<file path="src/design/psgcu_pkg.sv">
// Shared types and constant tables for the phase-shift Gray-code unwrap unit.
// No dependencies; used by front, queue, back and the top level.
`default_nettype none

package psgcu_pkg;

    // Field and datapath widths
    localparam int SAMPLE_W  = 12;
    localparam int ACC_W     = 32;
    localparam int SUM_W     = 16;
    localparam int CODE_W    = 10;
    localparam int CX_W      = 50;
    localparam int ITERS     = 30;
    localparam int DIV_STEPS = 20;
    localparam int Q_DEPTH   = 2;

    // Configuration register indexes
    typedef enum logic [1:0] {
        REG_PHASE_STEPS       = 2'd0,
        REG_GRAY_IMAGES       = 2'd1,
        REG_TEXTURE_THRESHOLD = 2'd2,
        REG_NONE              = 2'd3
    } reg_index_t;

    // Pixel summary handed from front to back
    typedef struct packed {
        logic [ACC_W-1:0]  sin_acc;
        logic [ACC_W-1:0]  cos_acc;
        logic [SUM_W-1:0]  sum;
        logic [CODE_W-1:0] code;
        logic [3:0]        steps;
        logic [3:0]        grays;
        logic [11:0]       thr;
    } desc_t;

    // Q1.15 cosine of 2*pi*k/N, row N, column k
    localparam logic signed [15:0] COS_TBL [0:12][0:11] = '{
        '{0, 0, 0, 0, 0, 0, 0, 0, 0, 0, 0, 0},
        '{0, 0, 0, 0, 0, 0, 0, 0, 0, 0, 0, 0},
        '{0, 0, 0, 0, 0, 0, 0, 0, 0, 0, 0, 0},
        '{32767, -16384, -16384, 0, 0, 0, 0, 0, 0, 0, 0, 0},
        '{32767, 0, -32768, 0, 0, 0, 0, 0, 0, 0, 0, 0},
        '{32767, 10126, -26510, -26510, 10126, 0, 0, 0, 0, 0, 0, 0},
        '{32767, 16384, -16384, -32768, -16384, 16384, 0, 0, 0, 0, 0, 0},
        '{32767, 20431, -7292, -29523, -29523, -7292, 20431, 0, 0, 0, 0, 0},
        '{32767, 23170, 0, -23170, -32768, -23170, 0, 23170, 0, 0, 0, 0},
        '{32767, 25102, 5690, -16384, -30792, -30792, -16384, 5690, 25102, 0, 0, 0},
        '{32767, 26510, 10126, -10126, -26510, -32768, -26510, -10126, 10126, 26510,
          0, 0},
        '{32767, 27566, 13612, -4663, -21458, -31441, -31441, -21458, -4663, 13612,
          27566, 0},
        '{32767, 28378, 16384, 0, -16384, -28378, -32768, -28378, -16384, 0,
          16384, 28378}
    };

    // Q1.15 sine of 2*pi*k/N, row N, column k
    localparam logic signed [15:0] SIN_TBL [0:12][0:11] = '{
        '{0, 0, 0, 0, 0, 0, 0, 0, 0, 0, 0, 0},
        '{0, 0, 0, 0, 0, 0, 0, 0, 0, 0, 0, 0},
        '{0, 0, 0, 0, 0, 0, 0, 0, 0, 0, 0, 0},
        '{0, 28378, -28378, 0, 0, 0, 0, 0, 0, 0, 0, 0},
        '{0, 32767, 0, -32768, 0, 0, 0, 0, 0, 0, 0, 0},
        '{0, 31164, 19261, -19261, -31164, 0, 0, 0, 0, 0, 0, 0},
        '{0, 28378, 28378, 0, -28378, -28378, 0, 0, 0, 0, 0, 0},
        '{0, 25619, 31946, 14218, -14218, -31946, -25619, 0, 0, 0, 0, 0},
        '{0, 23170, 32767, 23170, 0, -23170, -32768, -23170, 0, 0, 0, 0},
        '{0, 21063, 32270, 28378, 11207, -11207, -28378, -32270, -21063, 0, 0, 0},
        '{0, 19261, 31164, 31164, 19261, 0, -19261, -31164, -31164, -19261, 0, 0},
        '{0, 17716, 29807, 32434, 24764, 9232, -9232, -24764, -32434, -29807,
          -17716, 0},
        '{0, 16384, 28378, 32767, 28378, 16384, 0, -16384, -28378, -32768,
          -28378, -16384}
    };

    // CORDIC angles, 2^32 units per turn
    localparam logic [31:0] ATAN_TBL [0:ITERS-1] = '{
        32'd536870912, 32'd316933406, 32'd167458907, 32'd85004756, 32'd42667331,
        32'd21354465, 32'd10679838, 32'd5340245, 32'd2670163, 32'd1335087,
        32'd667544, 32'd333772, 32'd166886, 32'd83443, 32'd41722, 32'd20861,
        32'd10430, 32'd5215, 32'd2608, 32'd1304, 32'd652, 32'd326, 32'd163,
        32'd81, 32'd41, 32'd20, 32'd10, 32'd5, 32'd3, 32'd1
    };

endpackage

`default_nettype wire

</file>
<file path="src/design/phase_shift_gray_code_unwrap_unit.sv">
// Phase-shift plus Gray-code unwrap unit. Each pixel arrives as N phase
// samples then M Gray samples (N, M from the configuration registers). The
// front part takes a sample only once it is done with the last, multiplying it
// by the tabled sine and cosine and thresholding Gray samples against the mean.
// Each pixel summary goes through a two-entry queue to the back part, which
// takes the summary, runs a 30-step vectoring CORDIC (one step a cycle, with
// the serial mean divider alongside), then rounds and then unwraps; it takes
// no new summary until its result is in the output register.
// A result is presented on m_axis with pixel_valid in tuser and waits there
// until taken.
// Depends on psgcu_pkg, psgcu_front, psgcu_queue and psgcu_back.
`default_nettype none

module phase_shift_gray_code_unwrap_unit (
    input  logic        clk,
    input  logic        rst_n,
    input  logic        s_axis_tvalid,
    output logic        s_axis_tready,
    input  logic [15:0] s_axis_tdata,   // [11:0] sample
    output logic        m_axis_tvalid,
    input  logic        m_axis_tready,
    output logic [63:0] m_axis_tdata,   // [25:0] unwrapped_phase,
                                        // [42:26] wrapped_phase,
                                        // [58:43] texture_mean
    output logic [0:0]  m_axis_tuser,   // [0] pixel_valid
    input  logic        cfg_we,
    input  logic [1:0]  cfg_index,
    input  logic [11:0] cfg_data
);

    logic [3:0]         phase_steps_reg;
    logic [3:0]         gray_images_reg;
    logic [11:0]        texture_threshold_reg;
    logic [3:0]         steps;
    logic [3:0]         grays;
    logic               q_push;
    logic               q_full;
    logic               q_pop;
    logic               q_empty;
    psgcu_pkg::desc_t   q_wr;
    psgcu_pkg::desc_t   q_rd;

    // Configuration registers
    always_ff @(posedge clk or negedge rst_n)
    begin
        if (!rst_n)
        begin
            phase_steps_reg       <= 4'd4;
            gray_images_reg       <= 4'd5;
            texture_threshold_reg <= 12'd10;
        end
        else if (cfg_we)
        begin
            case (psgcu_pkg::reg_index_t'(cfg_index))
                psgcu_pkg::REG_PHASE_STEPS:       phase_steps_reg <= cfg_data[3:0];
                psgcu_pkg::REG_GRAY_IMAGES:       gray_images_reg <= cfg_data[3:0];
                psgcu_pkg::REG_TEXTURE_THRESHOLD: texture_threshold_reg <= cfg_data;
                default:                          phase_steps_reg <= phase_steps_reg;
            endcase
        end
    end

    // Clamp counts to their legal ranges
    assign steps = (phase_steps_reg < 4'd3)  ? 4'd3  :
                   (phase_steps_reg > 4'd12) ? 4'd12 : phase_steps_reg;
    assign grays = (gray_images_reg < 4'd1)  ? 4'd1  :
                   (gray_images_reg > 4'd10) ? 4'd10 : gray_images_reg;

    psgcu_front u_front (
        .clk      (clk),
        .rst_n    (rst_n),
        .s_tvalid (s_axis_tvalid),
        .s_tready (s_axis_tready),
        .s_tdata  (s_axis_tdata),
        .steps    (steps),
        .grays    (grays),
        .thr      (texture_threshold_reg),
        .q_full   (q_full),
        .q_push   (q_push),
        .q_data   (q_wr)
    );

    psgcu_queue u_queue (
        .clk     (clk),
        .rst_n   (rst_n),
        .push    (q_push),
        .wr_data (q_wr),
        .full    (q_full),
        .pop     (q_pop),
        .rd_data (q_rd),
        .empty   (q_empty)
    );

    psgcu_back u_back (
        .clk      (clk),
        .rst_n    (rst_n),
        .q_empty  (q_empty),
        .q_pop    (q_pop),
        .q_data   (q_rd),
        .m_tvalid (m_axis_tvalid),
        .m_tready (m_axis_tready),
        .m_tdata  (m_axis_tdata),
        .m_tuser  (m_axis_tuser)
    );

endmodule

`default_nettype wire

</file>
<file path="src/design/psgcu_front.sv">
// Front part: takes samples, accumulates phase sums and builds the Gray code.
// Depends on psgcu_pkg; pushes one pixel summary per pixel into the queue.
`default_nettype none

module psgcu_front (
    input  logic                clk,
    input  logic                rst_n,
    input  logic                s_tvalid,
    output logic                s_tready,
    input  logic [15:0]         s_tdata,    // [11:0] sample
    input  logic [3:0]          steps,
    input  logic [3:0]          grays,
    input  logic [11:0]         thr,
    input  logic                q_full,
    output logic                q_push,
    output psgcu_pkg::desc_t    q_data
);

    typedef enum logic [1:0] {
        F_IDLE = 2'b01,
        F_WORK = 2'b10
    } fstate_t;

    fstate_t                           state_reg;
    logic [psgcu_pkg::SAMPLE_W-1:0]    sample_reg;
    logic signed [15:0]                cos_reg;
    logic signed [15:0]                sin_reg;
    logic                              phase_reg;
    logic                              last_reg;
    logic [4:0]                        count_reg;
    logic [psgcu_pkg::ACC_W-1:0]       sin_acc_reg;
    logic [psgcu_pkg::ACC_W-1:0]       cos_acc_reg;
    logic [psgcu_pkg::SUM_W-1:0]       sum_reg;
    logic [psgcu_pkg::CODE_W-1:0]      code_reg;
    logic                              prev_reg;

    logic                              accept;
    logic [4:0]                        end_count;
    logic signed [28:0]                sin_prod;
    logic signed [28:0]                cos_prod;
    logic [15:0]                       n_times_s;
    logic                              prev_next;
    logic [psgcu_pkg::CODE_W-1:0]      code_next;

    assign s_tready  = (state_reg == F_IDLE);
    assign accept    = s_tvalid && s_tready;
    assign end_count = 5'({1'b0, steps} + {1'b0, grays} - 5'd1);

    // Multiply the held sample by its coefficients
    assign sin_prod  = sin_reg * $signed({1'b0, sample_reg});
    assign cos_prod  = cos_reg * $signed({1'b0, sample_reg});

    // Threshold the Gray sample against the mean and extend the code
    assign n_times_s = 16'(steps * sample_reg);
    assign prev_next = prev_reg ^ (n_times_s >= sum_reg);
    assign code_next = {code_reg[psgcu_pkg::CODE_W-2:0], prev_next};

    assign q_push = (state_reg == F_WORK) && !phase_reg && last_reg && !q_full;

    always_comb
    begin
        q_data.sin_acc = sin_acc_reg;
        q_data.cos_acc = cos_acc_reg;
        q_data.sum     = sum_reg;
        q_data.code    = code_next;
        q_data.steps   = steps;
        q_data.grays   = grays;
        q_data.thr     = thr;
    end

    // Control and pixel state
    always_ff @(posedge clk or negedge rst_n)
    begin
        if (!rst_n)
        begin
            state_reg   <= F_IDLE;
            count_reg   <= '0;
            sin_acc_reg <= '0;
            cos_acc_reg <= '0;
            sum_reg     <= '0;
            code_reg    <= '0;
            prev_reg    <= 1'b0;
            phase_reg   <= 1'b0;
            last_reg    <= 1'b0;
        end
        else
        begin
            case (state_reg)
                F_IDLE:
                begin
                    if (accept)
                    begin
                        phase_reg <= (count_reg < {1'b0, steps});
                        last_reg  <= (count_reg >= end_count);
                        state_reg <= F_WORK;
                    end
                end
                F_WORK:
                begin
                    if (phase_reg)
                    begin
                        sin_acc_reg <= sin_acc_reg + 32'(sin_prod);
                        cos_acc_reg <= cos_acc_reg + 32'(cos_prod);
                        sum_reg     <= sum_reg + 16'(sample_reg);
                        count_reg   <= count_reg + 5'd1;
                        state_reg   <= F_IDLE;
                    end
                    else if (!last_reg)
                    begin
                        prev_reg  <= prev_next;
                        code_reg  <= code_next;
                        count_reg <= count_reg + 5'd1;
                        state_reg <= F_IDLE;
                    end
                    else if (!q_full)
                    begin
                        // Pixel handed over: clear for the next one
                        prev_reg    <= 1'b0;
                        code_reg    <= '0;
                        count_reg   <= '0;
                        sin_acc_reg <= '0;
                        cos_acc_reg <= '0;
                        sum_reg     <= '0;
                        state_reg   <= F_IDLE;
                    end
                end
                default:
                begin
                    state_reg <= F_IDLE;
                end
            endcase
        end
    end

    // Hold the sample and its table coefficients
    always_ff @(posedge clk)
    begin
        if (accept)
        begin
            sample_reg <= s_tdata[psgcu_pkg::SAMPLE_W-1:0];
            cos_reg    <= psgcu_pkg::COS_TBL[steps][count_reg[3:0]];
            sin_reg    <= psgcu_pkg::SIN_TBL[steps][count_reg[3:0]];
        end
    end

endmodule

`default_nettype wire

</file>
<file path="src/design/psgcu_queue.sv">
// Two-entry queue of pixel summaries between the front and back parts.
// Depends on psgcu_pkg for the summary type and depth.
`default_nettype none

module psgcu_queue (
    input  logic                clk,
    input  logic                rst_n,
    input  logic                push,
    input  psgcu_pkg::desc_t    wr_data,
    output logic                full,
    input  logic                pop,
    output psgcu_pkg::desc_t    rd_data,
    output logic                empty
);

    psgcu_pkg::desc_t  entry_reg [psgcu_pkg::Q_DEPTH];
    logic              wr_ptr_reg;
    logic              rd_ptr_reg;
    logic [1:0]        cnt_reg;

    assign full    = (cnt_reg == 2'(psgcu_pkg::Q_DEPTH));
    assign empty   = (cnt_reg == 2'd0);
    assign rd_data = entry_reg[rd_ptr_reg];

    // Advance pointers and the fill count
    always_ff @(posedge clk or negedge rst_n)
    begin
        if (!rst_n)
        begin
            wr_ptr_reg <= 1'b0;
            rd_ptr_reg <= 1'b0;
            cnt_reg    <= 2'd0;
        end
        else
        begin
            if (push && !full)
            begin
                wr_ptr_reg <= ~wr_ptr_reg;
            end
            if (pop && !empty)
            begin
                rd_ptr_reg <= ~rd_ptr_reg;
            end
            case ({push && !full, pop && !empty})
                2'b10:   cnt_reg <= cnt_reg + 2'd1;
                2'b01:   cnt_reg <= cnt_reg - 2'd1;
                default: cnt_reg <= cnt_reg;
            endcase
        end
    end

    // Store the incoming item
    always_ff @(posedge clk)
    begin
        if (push && !full)
        begin
            entry_reg[wr_ptr_reg] <= wr_data;
        end
    end

endmodule

`default_nettype wire

</file>
<file path="src/design/psgcu_back.sv">
// Back part: vectoring CORDIC for the wrapped phase, serial divider for the
// mean, unwrap and output register. Depends on psgcu_pkg.
`default_nettype none

module psgcu_back (
    input  logic                clk,
    input  logic                rst_n,
    input  logic                q_empty,
    output logic                q_pop,
    input  psgcu_pkg::desc_t    q_data,
    output logic                m_tvalid,
    input  logic                m_tready,
    output logic [63:0]         m_tdata,
    output logic [0:0]          m_tuser
);

    typedef enum logic [3:0] {
        B_IDLE = 4'b0001,
        B_ROT  = 4'b0010,
        B_FIN  = 4'b0100,
        B_OUT  = 4'b1000
    } bstate_t;

    localparam int CW = psgcu_pkg::CX_W;

    bstate_t                        state_reg;
    logic signed [CW-1:0]           x_reg;
    logic signed [CW-1:0]           y_reg;
    logic [31:0]                    z_reg;
    logic [4:0]                     it_reg;
    logic [19:0]                    div_reg;
    logic [3:0]                     rem_reg;
    logic [19:0]                    quot_reg;
    logic [3:0]                     steps_reg;
    logic [3:0]                     grays_reg;
    logic [11:0]                    thr_reg;
    logic [15:0]                    sum_reg;
    logic [psgcu_pkg::CODE_W-1:0]   code_reg;
    logic signed [16:0]             wrap_reg;
    logic                           valid_reg;
    logic                           out_valid_reg;
    logic [25:0]                    unwrap_out_reg;
    logic [16:0]                    wrap_out_reg;
    logic [15:0]                    mean_out_reg;
    logic                           pix_out_reg;

    logic signed [CW-1:0]           c_init;
    logic signed [CW-1:0]           s_init;
    logic signed [CW-1:0]           dx;
    logic signed [CW-1:0]           dy;
    logic                           y_pos;
    logic                           y_neg;
    logic [4:0]                     div_trial;
    logic                           div_ge;
    logic [32:0]                    negz;
    logic [33:0]                    turn_sum;
    logic [17:0]                    wrap_wide;
    logic [15:0]                    thr_n;
    logic [psgcu_pkg::CODE_W-1:0]   gray_mask;
    logic [psgcu_pkg::CODE_W-1:0]   code_v;
    logic [10:0]                    k1;
    logic [10:0]                    k2;
    logic [10:0]                    k_sel;
    logic [25:0]                    unwrap_val;
    logic                           out_free;
    logic                           out_valid_next;

    assign q_pop    = (state_reg == B_IDLE) && !q_empty;
    assign out_free = !out_valid_reg || m_tready;

    // Load a new result, or drop the held one once taken
    assign out_valid_next = ((state_reg == B_OUT) && out_free) ? 1'b1
                                                               : (out_valid_reg && !m_tready);

    // Scale the sums by 2^16 for the CORDIC
    assign c_init = $signed({{2{q_data.cos_acc[31]}}, q_data.cos_acc, 16'b0});
    assign s_init = $signed({{2{q_data.sin_acc[31]}}, q_data.sin_acc, 16'b0});

    // One vectoring step
    assign dx    = y_reg >>> it_reg;
    assign dy    = x_reg >>> it_reg;
    assign y_pos = !y_reg[CW-1] && (y_reg != '0);
    assign y_neg = y_reg[CW-1];

    // One restoring division step
    assign div_trial = {rem_reg, div_reg[19]};
    assign div_ge    = (div_trial >= {1'b0, steps_reg});

    // Negate the angle and round to 2^16 units per turn
    assign negz      = 33'd0 - {z_reg[31], z_reg};
    assign turn_sum  = {negz[32], negz} + 34'h1_0000_0000 + 34'h0_0000_8000;
    assign wrap_wide = turn_sum[33:16] - 18'd65536;
    assign thr_n     = 16'(thr_reg * steps_reg);

    // Pick the period index and form the absolute phase
    always_comb
    begin
        for (int j = 0; j < psgcu_pkg::CODE_W; j++)
        begin
            gray_mask[j] = (j < int'(grays_reg));
        end
        code_v = code_reg & gray_mask;
        k1     = {2'b0, code_v[psgcu_pkg::CODE_W-1:1]};
        k2     = 11'(({1'b0, code_v} + 11'd1) >> 1);
        if (wrap_reg <= -17'sd16384)
        begin
            k_sel = k2;
        end
        else if (wrap_reg >= 17'sd16384)
        begin
            k_sel = k2 - 11'd1;
        end
        else
        begin
            k_sel = k1;
        end
        unwrap_val = valid_reg ? ({k_sel[9:0], 16'b0} + 26'(wrap_reg)) : 26'd0;
    end

    // Sequence one pixel through the shared units
    always_ff @(posedge clk or negedge rst_n)
    begin
        if (!rst_n)
        begin
            state_reg     <= B_IDLE;
            it_reg        <= '0;
            out_valid_reg <= 1'b0;
        end
        else
        begin
            out_valid_reg <= out_valid_next;
            case (state_reg)
                B_IDLE:
                begin
                    if (!q_empty)
                    begin
                        it_reg    <= '0;
                        state_reg <= B_ROT;
                    end
                end
                B_ROT:
                begin
                    it_reg <= it_reg + 5'd1;
                    if (it_reg == 5'(psgcu_pkg::ITERS - 1))
                    begin
                        state_reg <= B_FIN;
                    end
                end
                B_FIN:
                begin
                    state_reg <= B_OUT;
                end
                B_OUT:
                begin
                    if (out_free)
                    begin
                        state_reg <= B_IDLE;
                    end
                end
                default:
                begin
                    state_reg <= B_IDLE;
                end
            endcase
        end
    end

    // Datapath registers
    always_ff @(posedge clk)
    begin
        case (state_reg)
            B_IDLE:
            begin
                if (!q_empty)
                begin
                    steps_reg <= q_data.steps;
                    grays_reg <= q_data.grays;
                    thr_reg   <= q_data.thr;
                    sum_reg   <= q_data.sum;
                    code_reg  <= q_data.code;
                    div_reg   <= {q_data.sum, 4'b0};
                    rem_reg   <= '0;
                    quot_reg  <= '0;
                    if (c_init < 0)
                    begin
                        x_reg <= -c_init;
                        y_reg <= -s_init;
                        z_reg <= 32'h8000_0000;
                    end
                    else
                    begin
                        x_reg <= c_init;
                        y_reg <= s_init;
                        z_reg <= 32'h0;
                    end
                end
            end
            B_ROT:
            begin
                if (y_pos)
                begin
                    x_reg <= x_reg + dx;
                    y_reg <= y_reg - dy;
                    z_reg <= z_reg + psgcu_pkg::ATAN_TBL[it_reg];
                end
                else if (y_neg)
                begin
                    x_reg <= x_reg - dx;
                    y_reg <= y_reg + dy;
                    z_reg <= z_reg - psgcu_pkg::ATAN_TBL[it_reg];
                end
                if (it_reg < 5'(psgcu_pkg::DIV_STEPS))
                begin
                    div_reg  <= {div_reg[18:0], 1'b0};
                    rem_reg  <= div_ge ? 4'(div_trial - {1'b0, steps_reg})
                                       : div_trial[3:0];
                    quot_reg <= {quot_reg[18:0], div_ge};
                end
            end
            B_FIN:
            begin
                wrap_reg  <= $signed(wrap_wide[16:0]);
                valid_reg <= (sum_reg > thr_n);
            end
            B_OUT:
            begin
                if (out_free)
                begin
                    unwrap_out_reg <= unwrap_val;
                    wrap_out_reg   <= wrap_reg;
                    mean_out_reg   <= quot_reg[15:0];
                    pix_out_reg    <= valid_reg;
                end
            end
            default:
            begin
                x_reg <= x_reg;
            end
        endcase
    end

    assign m_tvalid = out_valid_reg;
    assign m_tdata  = {5'b0, mean_out_reg, wrap_out_reg, unwrap_out_reg};
    assign m_tuser  = pix_out_reg;

endmodule

`default_nettype wire

</file>
<file path="config.mk">
export PLATFORM = sky130hd
export DESIGN_NAME = phase_shift_gray_code_unwrap_unit
export DESIGN_NICKNAME = d
export VERILOG_FILES = /design/src/design/psgcu_pkg.sv /design/src/design/phase_shift_gray_code_unwrap_unit.sv /design/src/design/psgcu_front.sv /design/src/design/psgcu_queue.sv /design/src/design/psgcu_back.sv
export SDC_FILE = /design/constraint.sdc
export NUM_CORES = 2
export LEC_CHECK = 0
export BUFFER_PORTS_ARGS = -buffer_cell sky130_fd_sc_hd__buf_2
export CAP_MARGIN = 20
export CORE_MARGIN = 1.5
export CORE_UTILIZATION = 50
export DETAILED_ROUTE_END_ITERATION = 10
export PLACE_DENSITY = 0.66
export SLEW_MARGIN = 0
export SYNTH_ARGS = -nofsm -noshare
export SYNTH_HDL_FRONTEND = slang
export SYNTH_HIERARCHICAL = 1
export SYNTH_SLANG_ARGS = --single-unit
</file>
<file path="constraint.sdc">
create_clock -name clk -period 13 [get_ports clk]
set_input_delay 1.3 -clock clk [delete_from_list [all_inputs] [get_ports clk]]
set_output_delay 1.3 -clock clk [all_outputs]
set_load 0.05 [all_outputs]
</file>
# Word level (Yosys, flattened, before mapping)
# Memory sizes are Yosys's and may differ from the RTL's.
# Index checks and enable logic that the tools add are counted.
# Widths: inputs -> output; s select.
# word_totals
regBits	473
mem_bits_rw	220
rom_bits	7168
input_bits	35
memories	4
# mem_list
memory	depth	width	rd	rd_ports_with_merged_regs	wr	line_no	source
(no name shown)	16	192	1	0	0	psgcu_front.sv:141	cos_reg <= psgcu_pkg::COS_TBL[steps][count_reg[3:0]];
(no name shown)	16	192	1	0	0	psgcu_front.sv:142	sin_reg <= psgcu_pkg::SIN_TBL[steps][count_reg[3:0]];
(no name shown)	32	32	1	0	0	psgcu_back.sv:204	z_reg <= z_reg + psgcu_pkg::ATAN_TBL[it_reg];
u_queue.entry_reg	2	110	1	0	1	psgcu_queue.sv:16	psgcu_pkg::desc_t entry_reg [psgcu_pkg::Q_DEPTH];
# classes
n_addsub	25
mul	4
order_cmp	26
n_eq_ne	22
shift	2
muxes	72
n_bitwise	9
reduce_logical	37
# ops
cell	count
$mux 192	4
$mux 50	8
$mux 32	10
$pmux 50 s2	2
$mux 16	9
$bmux 16 s4	2
$add 50x50->50	2
$neg 48->50	2
$sshr 50x5->50	2
$sub 50x50->50	2
$add 32x32->32	3
$pmux 32 s2	1
$mul 16x13->29	2
$reduce_bool 50->1	1
$lt 48x1->1 const B	1
$mux 20	2
$mux 4	10
$pmux 20 s2	1
$add 33x16->33 const B	1
$add 33x33->33 const B	1
$sub 1x32->33 const A	1
$pmux 16 s2	1
$sub 32x32->32	1
$add 26x26->26	1
62 further kinds	127

# Logic depth before layout (Yosys ltp)
# logic_depth
word_depth	10
ltp_mapped	34

# Hierarchy
# The synthesis kept the hierarchy.
# by_module_without_submodules
module	n_inst	cells_each	area_each_um2
psgcu_back	1	3949	34165.3
psgcu_front	1	3389	28008.1
psgcu_queue	1	360	8161.6
phase_shift_gray_code_unwrap_unit	1	56	897.1

# Least setup slack after synthesis
# Ideal clock, no wire load.
# synth_path
path_kind	reg2reg
from	register u_back.state_reg[0]
to	register u_back.x_reg[0], enable pin
setup_time_ns	0.802
arrival_ns	10.334
t_required_ns	12.198
setup_slack_ns	1.864
stages_incl_launch_ff	3
n_path_buf	0
path_cell_list	dfstp_2 > or4b_2 > o21ai_0
# synth_via
elab_chain_cells	3
word_cells_on_any_way	6
cone_classes	eq/ne: 4; reduce/logical: 2
# synth_rtl
item	line_no	source
start: declaration	psgcu_back.sv:26	bstate_t state_reg;
start signal: assignment	psgcu_back.sv:125	state_reg <= B_IDLE;
start signal: assignment	psgcu_back.sv:138	state_reg <= B_ROT;
start signal: assignment	psgcu_back.sv:146	state_reg <= B_FIN;
$eq 4x2->1 or $eq 4x1->1 (tied branches)	psgcu_back.sv:171	case (state_reg)
$ne 3x1->1 (no line) (tied with other cells)	n/a	
$reduce_and 3->1 (no line) *	n/a	
end signal: assignment	psgcu_back.sv:186	x_reg <= -c_init;
end signal: assignment	psgcu_back.sv:192	x_reg <= c_init;
end signal: assignment	psgcu_back.sv:202	x_reg <= x_reg + dx;
end: declaration	psgcu_back.sv:27	logic signed [CW-1:0] x_reg;
# Mark *: on every way between the ends. The rest lies on a longest branch, timed or not.
# A chain may end at the register's enable or synchronous reset.

# Worst setup path in the final report
# layout_path
from	register u_back.it_reg[0]
to	register u_back.x_reg[46] (data pin)
# layout_via
elab_chain_cells	5
word_cells_on_any_way	6
cone_classes	add/sub: 2; shift: 1; mux: 3
# layout_rtl
item	line_no	source
start: declaration	psgcu_back.sv:30	logic [4:0] it_reg;
start signal: assignment	psgcu_back.sv:143	it_reg <= it_reg + 5'd1;
$sshr 50x5->50 *	psgcu_back.sv:80	assign dx = y_reg >>> it_reg;
$sub 50x50->50	psgcu_back.sv:208	x_reg <= x_reg - dx;
$mux 50	psgcu_back.sv:206	else if (y_neg)
$mux 50 *	psgcu_back.sv:200	if (y_pos)
$pmux 50 s2 *	psgcu_back.sv:171	
end signal: assignment	psgcu_back.sv:186	
end signal: assignment	psgcu_back.sv:202	
end signal: assignment	psgcu_back.sv:208	
# Mark *: on every way between the ends. The rest lies on a longest branch, timed or not. The select of a mux whose other input is x is not followed.

==> impl_metrics.json <==
{
  "clock.fmax_mhz": 116,
  "fin_skew_ns": 0.0654,
  "grt_pass1_wl_microns": 311000,
  "tightest_slew_ns": 1.14,
  "finalCriticalPeriod_ns": 8.63,
  "rsz0062_at_grt": "false",
  "place_congestion": 0.991,
  "max_slew_margin_pct": 23.6,
  "placementRows": 138,
  "crit_type": "flop to flop",
  "hp-class": "flop to flop",
  "synth_flop_cell": "edfxtp_1",
  "synth_top_area_cell": "edfxtp_1",
  "r2r_end": "u_back/x_reg[46]",
  "clkLatencyLatePin_ns": 0.73,
  "worst_r2r_startpoint": "u_back/it_reg[0]",
  "synth_enable_flop_cells": 556,
  "track_usage_pct": 26.6,
  "grt_pass1_vias": 55800,
  "dp_hpwl_microns": 144000,
  "async_flop_share_pct": 19.2,
  "yosysSeqAreaShare_pct": 28.1,
  "ys_warn_count": 6,
  "cp.required_ns": 13.53,
  "ctsHoldBuffers": 0,
  "htree_levels": 3,
  "drv_slew": 0,
  "drt-total-wl_microns": 194000,
  "post_cts_resized": 0,
  "grt_max_degree": 81,
  "end_kind": "flop",
  "synth_top_area_share_pct": 23.4,
  "clock-sinks": 688,
  "synthDistinctLibCells": 120,
  "cts_tree": "built",
  "crit_path_end": "u_back/x_reg[46]",
  "crit_arrival_ns": 9.16,
  "initial_core_util_pct": 50.4,
  "cts_buffer_depth": 3,
  "startpoint": "u_back/it_reg[0]",
  "crit_path_max_fanout": 65,
  "rr_worst_depth": 22,
  "netlist_area_sq_um": 71200,
  "grt_overflow_total": 0,
  "die_h_microns": 380,
  "post_route_cells_drive_above_1_share_pct": 9.08,
  "hold_viol": 0,
  "area_growth_pct": 6.15,
  "period_share_pct": 66.3,
  "wl_per_cell_microns": 20.3,
  "synth-seq-cells": 688,
  "design.core.area_sq_um": 141000,
  "dr.pass1.iters": 9,
  "antenna_found_initial": 1,
  "cts_setup_buffers": 0,
  "top_layer": "met4",
  "port_buffers": 92,
  "vias": 57000,
  "nets": 8516,
  "rrSetupSlack_ns": 4.37,
  "syn-mean-instance-area_sq_um": 9.19,
  "met2_length_microns": 87200,
  "worst_setup_path_start_kind": "flop",
  "setup_viol": 0,
  "vias_per_cell": 5.98,
  "dieArea_sq_um": 145000,
  "route.detailed.drc": 0,
  "largest_reg_flops": 220,
  "status": "completed",
  "ios": 102,
  "die_w_microns": 380,
  "wl_met1_microns": 85200,
  "drtAntennaViolNets": 0,
  "cts_buffers": 80,
  "synthesis.instances": 7754,
  "setup_tns_ns": 0,
  "clkTransAtPathRegs_ns": 0.06,
  "dr_wl_met3_microns": 13000,
  "cap_violations": 0,
  "first_iter_violations": 5418,
  "fin_util_pct": 53.5,
  "cts_root_buf": "clkbuf_16",
  "synthTopCellsByArea": "edfxtp_1 (23%), fa_1 (11%), ha_1 (8.9%), dfrtp_1 (4.4%), nand2_1 (4.3%)"
}
## per-stage QoR
| stage | cells | cell area, sq um | hold WS [ns] | worst slack [ns] |
|---|---|---|---|---|
| global placement | 9372 | 72800 | 0.409 | 4.58 |
| global route | 9524 | 75600 | 0.444 | 3.71 |
| finish | 9525 | 75600 | 0.425 | 4.37 |
| floorplan | 7758 | 71200 | 0.400 | 1.86 |
| CTS | 9523 | 75600 | 0.427 | 4.41 |
| detailed placement | 9374 | 72800 | 0.413 | 4.49 |
## routing by layer
metal / track usage (%) / up-vias
met5: 0 / -
met4: 10.9 / 0
met3: 3.28 / 408
met2: 42.1 / 2162
met1: 37.0 / 27800
li1: - / 26600
## synth_stat cells, types with 58 or more instances
cell / number
mux2i_1: 110
nand2b_1: 75
ha_1: 508
o22ai_1: 58
nor2b_1: 61
mux4_2: 112
edfxtp_1: 556
nand2_1: 820
a21oi_1: 532
clkbuf_1: 284
o21bai_1: 76
buf_1: 65
o21ai_0: 422
a21o_1: 123
fa_1: 406
mux2_2: 156
and2_1: 311
inv_1: 817
nor2_1: 542
xnor2_1: 296
xor2_1: 152
a31oi_1: 68
nand3_1: 92
dfrtp_1: 125
nor3_1: 103
## worst min-delay path by stage
stage | startpoint | end | slack [ns] | cells past startpoint
after global routing | u_back/quot_reg[15] | u_back/mean_out_reg[15] | 0.44 | 0
after detailed placement | u_back/quot_reg[15] | u_back/mean_out_reg[15] | 0.41 | 0
final | u_back/quot_reg[15] | u_back/mean_out_reg[15] | 0.42 | 0
after CTS | u_back/quot_reg[15] | u_back/mean_out_reg[15] | 0.43 | 0
after global placement | u_back/quot_reg[15] | u_back/mean_out_reg[15] | 0.41 | 0
after floorplan | u_back/quot_reg[15] | u_back/mean_out_reg[15] | 0.40 | 0
## layout make-up
class	instances	area [sq um]
diodes	1	2.50
repair buffers	162	1020
clock inverters	55	709
inverters	822	3090
clock buffers	94	2100
flip-flops and latches	688	20000
multi-input cells	5813	46300
fillers	12800	65800
well taps	1890	2360
## cell usage in the layout, fill, tap and decap left out, drive strengths merged, types with 37 or more instances in the layout
| master | n |
|---|---|
| o22ai | 58 |
| fa | 406 |
| nand3 | 95 |
| nand2b | 75 |
| dfrtp | 125 |
| and3 | 40 |
| o21a | 56 |
| o21ai | 433 |
| nor3 | 105 |
| edfxtp | 556 |
| o31ai | 55 |
| buf | 162 |
| a21oi | 534 |
| nor2b | 61 |
| xor2 | 152 |
| nor2 | 546 |
| inv | 824 |
| a31oi | 69 |
| ha | 508 |
| a211oi | 52 |
| a221oi | 49 |
| mux2i | 112 |
| and2 | 312 |
| mux2 | 166 |
| mux4 | 112 |
| nand2 | 823 |
| nand4 | 37 |
| a21o | 124 |
| xnor2 | 296 |
| o21bai | 76 |
| nor4 | 42 |
| clkbuf | 94 |
## worst max-delay path, cell delays in order, from the launching register on
cell,delay (ns)
dfrtp_4,0.74
buf_4,0.84
mux4_2,0.68
mux4_2,0.48
mux2i_1,0.31
ha_1,0.25
nand3_2,0.12
nor4b_4,0.43
a31oi_1,0.16
xnor2_1,0.22
ha_1,0.38
nand4_1,0.16
nor4_1,0.50
o21ai_0,0.20
a21oi_1,0.27
o311ai_0,0.26
o21ai_0,0.51
a211oi_1,0.25
o21ai_0,0.46
and4_1,0.28
o21ai_0,0.13
or4b_2,0.63
nand3_1,0.11
## kinds of logic (layout without fill, tap and decap cells)
logic type / count (synthesis) / count (layout) / share of synthesized area [%]
and+or+nand+nor: 2254 / 2254 / 15.0
AOI/OAI and AO/OA: 1797 / 1797 / 16.0
buffers and inverters: 1257 / 1133 / 7.07
adders and majority gates: 918 / 918 / 20.4
DFF: 688 / 688 / 28.1
xor gates and xnor gates: 449 / 449 / 5.54
muxes: 390 / 390 / 7.81
other: 1 / 6 / 0.00526
Power is left out: the tool's default activity adds up to more than one toggle a clock period on the data nets, which glitch-free logic cannot reach.
